File: config.mk
export PLATFORM = sky130hd
export DESIGN_NAME = strided_multidim_index_iterator
export DESIGN_NICKNAME = d
export VERILOG_FILES = /design/src/rtl/core/smii_pkg.sv /design/src/rtl/core/strided_multidim_index_iterator.sv
export SDC_FILE = /design/constraint.sdc
export NUM_CORES = 2
export LEC_CHECK = 0
export ABC_AREA = 0
export BUFFER_PORTS_ARGS = -buffer_cell sky130_fd_sc_hd__buf_2
export CORE_MARGIN = 2
export CORE_UTILIZATION = 55
export CTS_CLUSTER_DIAMETER = 100
export DETAILED_ROUTE_END_ITERATION = 16
export PLACE_DENSITY = 0.72
export RECOVER_POWER = 100
export SLEW_MARGIN = 40
export SYNTH_ARGS = -nofsm -noshare
export SYNTH_HDL_FRONTEND = slang
export SYNTH_SLANG_ARGS = --single-unit
File: constraint.sdc
create_clock -name clk -period 11.55 [get_ports clk]
set_clock_uncertainty 0.1 [all_clocks]
set_input_delay 1.155 -clock clk [delete_from_list [all_inputs] [get_ports clk]]
set_output_delay 1.155 -clock clk [all_outputs]
set_load 0.03 [all_outputs]
File: src/rtl/core/smii_pkg.sv
// smii_pkg: shared types and constants for the strided multidimensional
// index iterator. No dependencies.
package smii_pkg;

  localparam int MAX_DIMS = 4;
  localparam int DIM_W    = 16;
  localparam int COORD_W  = 33;
  localparam int CARRY_W  = 20;   // holds digit plus carry over four dimensions
  localparam int DIV_CNT  = CARRY_W;
  localparam int CNT_W    = $clog2(DIV_CNT);
  localparam int IDX_W    = $clog2(MAX_DIMS);
  localparam int NDIM_W   = $clog2(MAX_DIMS + 1);
  localparam int CFG_IDX_W = 3;
  localparam int CFG_DAT_W = 64;

  typedef enum logic [CFG_IDX_W-1:0] {
    CFG_DIMS_USED = 3'd0,
    CFG_EXTENTS   = 3'd1,
    CFG_STARTS    = 3'd2,
    CFG_STEPS     = 3'd3,
    CFG_STRIDE    = 3'd4,
    CFG_OFFSET    = 3'd5
  } cfg_idx_t;

  typedef enum logic [4:0] {
    S_IDLE = 5'b00001,
    S_WALK = 5'b00010,
    S_DIV  = 5'b00100,
    S_MUL  = 5'b01000,
    S_OUT  = 5'b10000
  } state_t;

endpackage

File: src/rtl/core/strided_multidim_index_iterator.sv
// strided_multidim_index_iterator: mixed-radix index counter with strided
// coordinate output. Depends on smii_pkg.
//
//  channel | direction | handshake             | payload
//  in      | input     | in_valid / in_stall   | in_restart
//  out     | output    | out_valid / out_stall | out_valid_res, out_coord_0..3, out_last
//  cfg     | input     | cfg_valid / cfg_ready | cfg_index, cfg_data
//
// One item at a time. The carry walk visits up to four dimensions, each one
// a setup step and then a restoring divide of digit plus carry by the
// extent; the coordinates are formed lane by lane on one shared 16x17
// multiplier. A restart item can walk twice, first adding the offset and,
// after the coordinates, the stride. A plain item on an exhausted iterator goes straight to the output.
// Reset (rst_n low, synchronous) leaves the iterator exhausted with all
// digits zero; config takes its reset values.
// in_stall is high while an item is in progress. The result sits in an
// output register; a stalled result holds the block at the end of the next item.
// cfg_ready is always high; config writes never touch the index.
module strided_multidim_index_iterator (
  input  logic                                   clk,
  input  logic                                   rst_n,
  input  logic                                   in_valid,
  output logic                                   in_stall,
  input  logic                                   in_restart,
  output logic                                   out_valid,
  input  logic                                   out_stall,
  output logic                                   out_valid_res,
  output logic signed [smii_pkg::COORD_W-1:0]    out_coord_0,
  output logic signed [smii_pkg::COORD_W-1:0]    out_coord_1,
  output logic signed [smii_pkg::COORD_W-1:0]    out_coord_2,
  output logic signed [smii_pkg::COORD_W-1:0]    out_coord_3,
  output logic                                   out_last,
  input  logic                                   cfg_valid,
  output logic                                   cfg_ready,
  input  logic [smii_pkg::CFG_IDX_W-1:0]         cfg_index,
  input  logic [smii_pkg::CFG_DAT_W-1:0]         cfg_data
);

  localparam int DW = smii_pkg::DIM_W;
  localparam int CW = smii_pkg::CARRY_W;
  localparam int OW = smii_pkg::COORD_W;

  // config registers
  logic [2:0]     dims_r;
  logic [63:0]    ext_r, start_r, step_r;
  logic [DW-1:0]  stride_r, offset_r;

  // sequencer and datapath state
  smii_pkg::state_t state_r, state_nxt;
  logic [DW-1:0]  digit_r [smii_pkg::MAX_DIMS];
  logic [DW-1:0]  digit_nxt [smii_pkg::MAX_DIMS];
  logic           exh_r, exh_nxt;
  logic           phase_r, phase_nxt;      // 0: restart walk, 1: advance walk
  logic           zext_r, zext_nxt;
  logic [smii_pkg::NDIM_W-1:0] dim_r, dim_nxt;  // walk position, counts down
  logic [smii_pkg::IDX_W-1:0]  k_r, k_nxt;      // coordinate lane
  logic [CW-1:0]  carry_r, carry_nxt;
  logic [CW-1:0]  divq_r, divq_nxt;
  logic [DW-1:0]  rem_r, rem_nxt;
  logic [smii_pkg::CNT_W-1:0]  cnt_r, cnt_nxt;
  logic           last_r, last_nxt;
  logic signed [OW-1:0] coord_r [smii_pkg::MAX_DIMS];
  logic signed [OW-1:0] coord_nxt [smii_pkg::MAX_DIMS];

  // output register
  logic           ov_r, ov_nxt;
  logic           ovres_r, ovres_nxt;
  logic           olast_r, olast_nxt;
  logic signed [OW-1:0] ocoord_r [smii_pkg::MAX_DIMS];
  logic signed [OW-1:0] ocoord_nxt [smii_pkg::MAX_DIMS];

  logic [smii_pkg::NDIM_W-1:0] n_act;
  logic           zext_now;
  logic [smii_pkg::IDX_W-1:0]  widx;
  logic [DW-1:0]  wext;
  logic [DW:0]    rem_s;
  logic           qbit;
  logic signed [OW-1:0] prod;
  logic           out_free;

  always_comb begin
    if (dims_r > 3'(smii_pkg::MAX_DIMS)) n_act = smii_pkg::NDIM_W'(smii_pkg::MAX_DIMS);
    else n_act = smii_pkg::NDIM_W'(dims_r);
  end

  always_comb begin
    zext_now = 1'b0;
    for (int d = 0; d < smii_pkg::MAX_DIMS; d++) begin
      if ((smii_pkg::NDIM_W'(d) < n_act) && (ext_r[16*d +: 16] == 16'd0)) zext_now = 1'b1;
    end
  end

  // dimension the walk would step into next
  assign widx = smii_pkg::IDX_W'(dim_r - smii_pkg::NDIM_W'(1));
  assign wext = ext_r[16*widx +: 16];

  // one restoring divide step
  assign rem_s = {rem_r, divq_r[CW-1]};
  assign qbit  = (rem_s >= {1'b0, wext});

  // shared multiplier: start + step * digit for lane k
  assign prod = OW'($signed(start_r[16*k_r +: 16]))
              + OW'($signed(step_r[16*k_r +: 16]) * $signed({1'b0, digit_r[k_r]}));

  assign out_free  = !ov_r || !out_stall;
  assign in_stall  = (state_r != smii_pkg::S_IDLE);
  assign cfg_ready = 1'b1;

  always_comb begin
    state_nxt = state_r;
    exh_nxt   = exh_r;
    phase_nxt = phase_r;
    zext_nxt  = zext_r;
    dim_nxt   = dim_r;
    k_nxt     = k_r;
    carry_nxt = carry_r;
    divq_nxt  = divq_r;
    rem_nxt   = rem_r;
    cnt_nxt   = cnt_r;
    last_nxt  = last_r;
    ov_nxt    = ov_r;
    ovres_nxt = ovres_r;
    olast_nxt = olast_r;
    for (int d = 0; d < smii_pkg::MAX_DIMS; d++) begin
      digit_nxt[d]  = digit_r[d];
      coord_nxt[d]  = coord_r[d];
      ocoord_nxt[d] = ocoord_r[d];
    end
    if (ov_r && !out_stall) ov_nxt = 1'b0;

    case (state_r)
      smii_pkg::S_IDLE: begin
        if (in_valid) begin
          last_nxt = 1'b0;
          for (int d = 0; d < smii_pkg::MAX_DIMS; d++) coord_nxt[d] = '0;
          if (in_restart) begin
            for (int d = 0; d < smii_pkg::MAX_DIMS; d++) digit_nxt[d] = '0;
            zext_nxt  = zext_now;
            carry_nxt = CW'(offset_r);
            dim_nxt   = n_act;
            phase_nxt = 1'b0;
            state_nxt = smii_pkg::S_WALK;
          end else if (exh_r) begin
            // no tuple: mark the item as not advanced
            phase_nxt = 1'b0;
            state_nxt = smii_pkg::S_OUT;
          end else begin
            k_nxt     = '0;
            state_nxt = smii_pkg::S_MUL;
          end
        end
      end
      smii_pkg::S_WALK: begin
        if ((carry_r == '0) || (dim_r == '0) || (wext == '0)) begin
          // walk done; carry out if any carry is left or a zero extent was hit
          if (!phase_r) begin
            exh_nxt = zext_r || (carry_r != '0);
            if (zext_r || (carry_r != '0)) state_nxt = smii_pkg::S_OUT;
            else begin
              k_nxt     = '0;
              state_nxt = smii_pkg::S_MUL;
            end
          end else begin
            last_nxt  = (carry_r != '0);
            if (carry_r != '0) exh_nxt = 1'b1;
            state_nxt = smii_pkg::S_OUT;
          end
        end else begin
          divq_nxt  = CW'(digit_r[widx]) + carry_r;
          rem_nxt   = '0;
          cnt_nxt   = '0;
          state_nxt = smii_pkg::S_DIV;
        end
      end
      smii_pkg::S_DIV: begin
        rem_nxt  = qbit ? DW'(rem_s - {1'b0, wext}) : rem_s[DW-1:0];
        divq_nxt = {divq_r[CW-2:0], qbit};
        cnt_nxt  = cnt_r + smii_pkg::CNT_W'(1);
        if (cnt_r == smii_pkg::CNT_W'(smii_pkg::DIV_CNT - 1)) begin
          digit_nxt[widx] = qbit ? DW'(rem_s - {1'b0, wext}) : rem_s[DW-1:0];
          carry_nxt = {divq_r[CW-2:0], qbit};
          dim_nxt   = dim_r - smii_pkg::NDIM_W'(1);
          state_nxt = smii_pkg::S_WALK;
        end
      end
      smii_pkg::S_MUL: begin
        // inactive lanes stay zero
        if (smii_pkg::NDIM_W'(k_r) < n_act) coord_nxt[k_r] = prod;
        k_nxt = k_r + smii_pkg::IDX_W'(1);
        if (k_r == smii_pkg::IDX_W'(smii_pkg::MAX_DIMS - 1)) begin
          carry_nxt = CW'(stride_r);
          dim_nxt   = n_act;
          phase_nxt = 1'b1;
          state_nxt = smii_pkg::S_WALK;
        end
      end
      smii_pkg::S_OUT: begin
        if (out_free) begin
          ov_nxt    = 1'b1;
          ovres_nxt = !exh_r || phase_r;
          olast_nxt = last_r;
          for (int d = 0; d < smii_pkg::MAX_DIMS; d++) begin
            ocoord_nxt[d] = (!exh_r || phase_r) ? coord_r[d] : '0;
          end
          state_nxt = smii_pkg::S_IDLE;
        end
      end
      default: state_nxt = smii_pkg::S_IDLE;
    endcase
  end

  always_ff @(posedge clk) begin
    if (!rst_n) begin
      state_r  <= smii_pkg::S_IDLE;
      exh_r    <= 1'b1;
      ov_r     <= 1'b0;
      for (int d = 0; d < smii_pkg::MAX_DIMS; d++) digit_r[d] <= '0;
      dims_r   <= 3'd1;
      ext_r    <= '0;
      start_r  <= '0;
      step_r   <= '0;
      stride_r <= DW'(1);
      offset_r <= '0;
    end else begin
      state_r <= state_nxt;
      exh_r   <= exh_nxt;
      ov_r    <= ov_nxt;
      for (int d = 0; d < smii_pkg::MAX_DIMS; d++) digit_r[d] <= digit_nxt[d];
      if (cfg_valid) begin
        case (cfg_index)
          smii_pkg::CFG_DIMS_USED: dims_r   <= cfg_data[2:0];
          smii_pkg::CFG_EXTENTS:   ext_r    <= cfg_data;
          smii_pkg::CFG_STARTS:    start_r  <= cfg_data;
          smii_pkg::CFG_STEPS:     step_r   <= cfg_data;
          smii_pkg::CFG_STRIDE:    stride_r <= cfg_data[DW-1:0];
          smii_pkg::CFG_OFFSET:    offset_r <= cfg_data[DW-1:0];
          default: ;
        endcase
      end
    end
  end

  always_ff @(posedge clk) begin
    phase_r <= phase_nxt;
    zext_r  <= zext_nxt;
    dim_r   <= dim_nxt;
    k_r     <= k_nxt;
    carry_r <= carry_nxt;
    divq_r  <= divq_nxt;
    rem_r   <= rem_nxt;
    cnt_r   <= cnt_nxt;
    last_r  <= last_nxt;
    ovres_r <= ovres_nxt;
    olast_r <= olast_nxt;
    for (int d = 0; d < smii_pkg::MAX_DIMS; d++) begin
      coord_r[d]  <= coord_nxt[d];
      ocoord_r[d] <= ocoord_nxt[d];
    end
  end

  assign out_valid     = ov_r;
  assign out_valid_res = ovres_r;
  assign out_last      = olast_r;
  assign out_coord_0   = ocoord_r[0];
  assign out_coord_1   = ocoord_r[1];
  assign out_coord_2   = ocoord_r[2];
  assign out_coord_3   = ocoord_r[3];

endmodule

==> impl_metrics.yaml <==
clock_tree:
  cts-resized-gates: 0
  clk_pin_slew_ns: 0.06
  post_cts_buffers: 0
  cts_tree: "yes"
  ctsHoldBuffers: 0
  worstSkewPairLatency_ns: 0.63
  clock_sinks: 635
  ctsRootBufferMaster: "clkbuf_16"
  htreeDepth: 3
  cts_buffers: 69
  cts_max_path_buffers: 3
routing:
  wirelength_mm: 102
  wl_met3_mm: 7.69
  vias: 28200
  wire_per_inst_um: 20.6
  drc: 0
  wl_met1_mm: 44.0
  route.top_layer_used: "met4"
  viasPerCell: 5.68
  wl_met2_mm: 46.8
  dr.pass1.iters: 6
  drt_iter0_markers: 2798
  final_antenna_net_count: 0
setup_path:
  cp_top_family: "adder cells"
  crit_chain: "buf_4 -> mux2_2 -> o21ai_0 -> nor2_1 -> fa_1 -> inv_1 -> fa_1 -> fa_1 -> inv_1 -> fa_1 -> fa_1 -> inv_1 -> fa_1 -> inv_1 -> ha_1 -> nand2_1 -> nor2_1 -> nand3_1 -> o31ai_1 -> o211ai_1 -> a311oi_1 -> a211oi_1"
  required_ns: 11.68
  crit_type: "reg2reg"
  crit_arrival_ns: 9.55
  endpoint: "coord_r[0][25]"
  cp.depth: 22
  crit_path_max_fanout: 16
  r2r_cells: 22
  start_kind: "register"
  r2r_slack_ns: 2.13
  cp_slowest_cell: "o21ai_0"
  crit_path_max_incr_delay_ns: 1.47
  startpoint: "k_r[1]"
  worst_r2r_endpoint: "coord_r[0][25]"
  reg2reg_from: "k_r[1]"
  crit_top_cell: "fa_1"
  cp-end-kind: "register"
  path_buf_inv: 5
timing:
  fmax_mhz: 106
  tns_ns: 0
  grt_setup_unrepaired: "no"
  slew_violations: 977
  hold_viol_final: 0
  finalCriticalPeriod_ns: 9.42
  maxSlewHeadroom_pct: -186
  worst_pin_slew_ns: 4.28
  setup_viol: 0
  min_period_over_period_pct: 81.6
cells_and_area:
  nets: 4432
  fillCellCount: 5831
  drive_gt1_share_pct: 7.56
  syn_to_final_growth_pct: 10.2
  fin_util_pct: 61.5
  most-common-layout-cells: "nand2_1, inv_1, edfxtp_1"
  final_common_cell: "nand2_1"
yosys:
  synth-edff-count: 335
  synth.distinct_cells: 74
  synth_cells: 3855
  ys_ff_latch: 635
  ys_seq_area_share_pct: 41.8
  synth_ff_type: "edfxtp_1"
  synth_fp_nets: 4318
  synth.avg_cell_area_sq_um: 9.96
  synth_area_sq_um: 38400
  async_flop_share_pct: 0
  ys.warnings.count: 0
global_route:
  grt_max_degree: 128
  groute.usage.overall_pct: 28.5
  grt_pass1_wl_mm: 158
  overflow: 0
  grt_pass1_vias: 27300
  antenna_found_initial: 2
power:
  p_seq_share_pct: 48.4
  vdd_drop_max_mv: 0.106
  power.leakage_nw: 16.7
  pwr-share-comb_pct: 8.3
  clockPowerShare_pct: 43.3
  powerDensity_nw_per_um2: 125
  p_int_mw: 4.02
  p_sw_share_pct: 24.2
  switching_power_mw: 1.29
hold_path:
  min_path_type: "reg2reg"
  min_from: "last_r"
die:
  fp.dieW_um: 268
  coreArea_sq_um: 68800
  die_y_um: 268
  io_pins: 210
  design.die.area_sq_um: 72000
  start_util_pct: 55.8
  rows: 96
run_status:
  outcome: "finished with violations"
  violations: "capacitance limit, slew limit"
placed_design:
  portBuffers: 208
  dp_hpwl_mm: 74.0
  gp_congestion: 0.957
flow_run:
  max_cap_viol_count: 19
## kinds of logic after synthesis
logic type,Yosys count,share of synthesized area [%]
XOR/XNOR,57,1.30
multiplexers,216,7.66
other,1,0.00976
buffers and inverters,574,5.66
flip-flops,635,41.8
AO/OA/AOI/OAI,590,10.4
adder cells (fa/ha/maj),390,17.2
AND/OR/NAND/NOR,1392,16.0
## cell usage after synthesis, types with 62 or more instances
master	number	area, sq um
nor2_1	268	1010
fa_1	228	4560
dfxtp_1	300	6010
clkbuf_1	175	657
edfxtp_1	335	10100
a21oi_1	62	310
and2_1	186	1160
inv_1	367	1380
nand2_1	761	2860
a21boi_0	227	1700
o21ai_0	125	626
mux2i_1	131	1310
ha_1	162	2030
## power groups by stage
| stage | Clock [mW] | Sequential, mW | Combinational, mW |
|---|---|---|---|
| floorplan | 0 | 2.62 | 0.271 |
| finish | 2.30 | 2.57 | 0.441 |
| CTS | 2.32 | 2.56 | 0.450 |
| global placement | 0 | 2.60 | 0.441 |
| global route | 2.41 | 2.58 | 0.481 |
| detailed placement | 0 | 2.60 | 0.449 |
## flip-flops by register name (all words and copies together) (netlist names), 16 cells and up, named ones only
name	cells
start_r	64
carry_r	20
ext_r	64
offset_r	16
rem_r	16
ocoord_r	132
divq_r	20
stride_r	16
digit_r	64
coord_r	132
step_r	64
## through the flow
stage / power, mW / hold WS [ns] / cell area [sq um] / std cells / worst slack, ns
final: 5.30 / 0.360 / 42300 / 4956 / 2.13
after global routing: 5.47 / 0.360 / 42300 / 4954 / 1.56
after CTS: 5.33 / 0.363 / 42700 / 4954 / 3.43
after detailed placement: 3.05 / 0.355 / 40300 / 4829 / 3.40
after global placement: 3.04 / 0.349 / 40200 / 4827 / 3.15
after floorplan: 2.89 / 0.300 / 38400 / 3855 / 3.32
## per-layer routing
metal	global-route usage (%)	vias to the layer above
li1	-	13100
met1	39.6	13700
met2	45.8	1171
met3	4.33	196
met4	9.74	0
met5	0	-
## how the worst min path moves through the flow
stage / endpoint / cells past startpoint
after CTS: start_r[50] / 2
after detailed placement: start_r[50] / 2
after global routing: out_last / 0
after global placement: start_r[32] / 2
final: out_last / 0
after floorplan: out_last / 0
## area by class of cell
| cell class | instances | area, sq um | area share, % |
|---|---|---|---|
| multi-input cells | 2646 | 20200 | 47.7 |
| flip-flops and latches | 635 | 16100 | 38.0 |
| clock buffers | 97 | 1990 | 4.69 |
| inverters | 367 | 1380 | 3.25 |
| well taps | 931 | 1160 | 2.75 |
| repair buffers | 250 | 1130 | 2.67 |
| clock inverters | 28 | 389 | 0.919 |
| diodes | 2 | 5.00 | 0.0118 |
(Power assumes the default switching activity.)
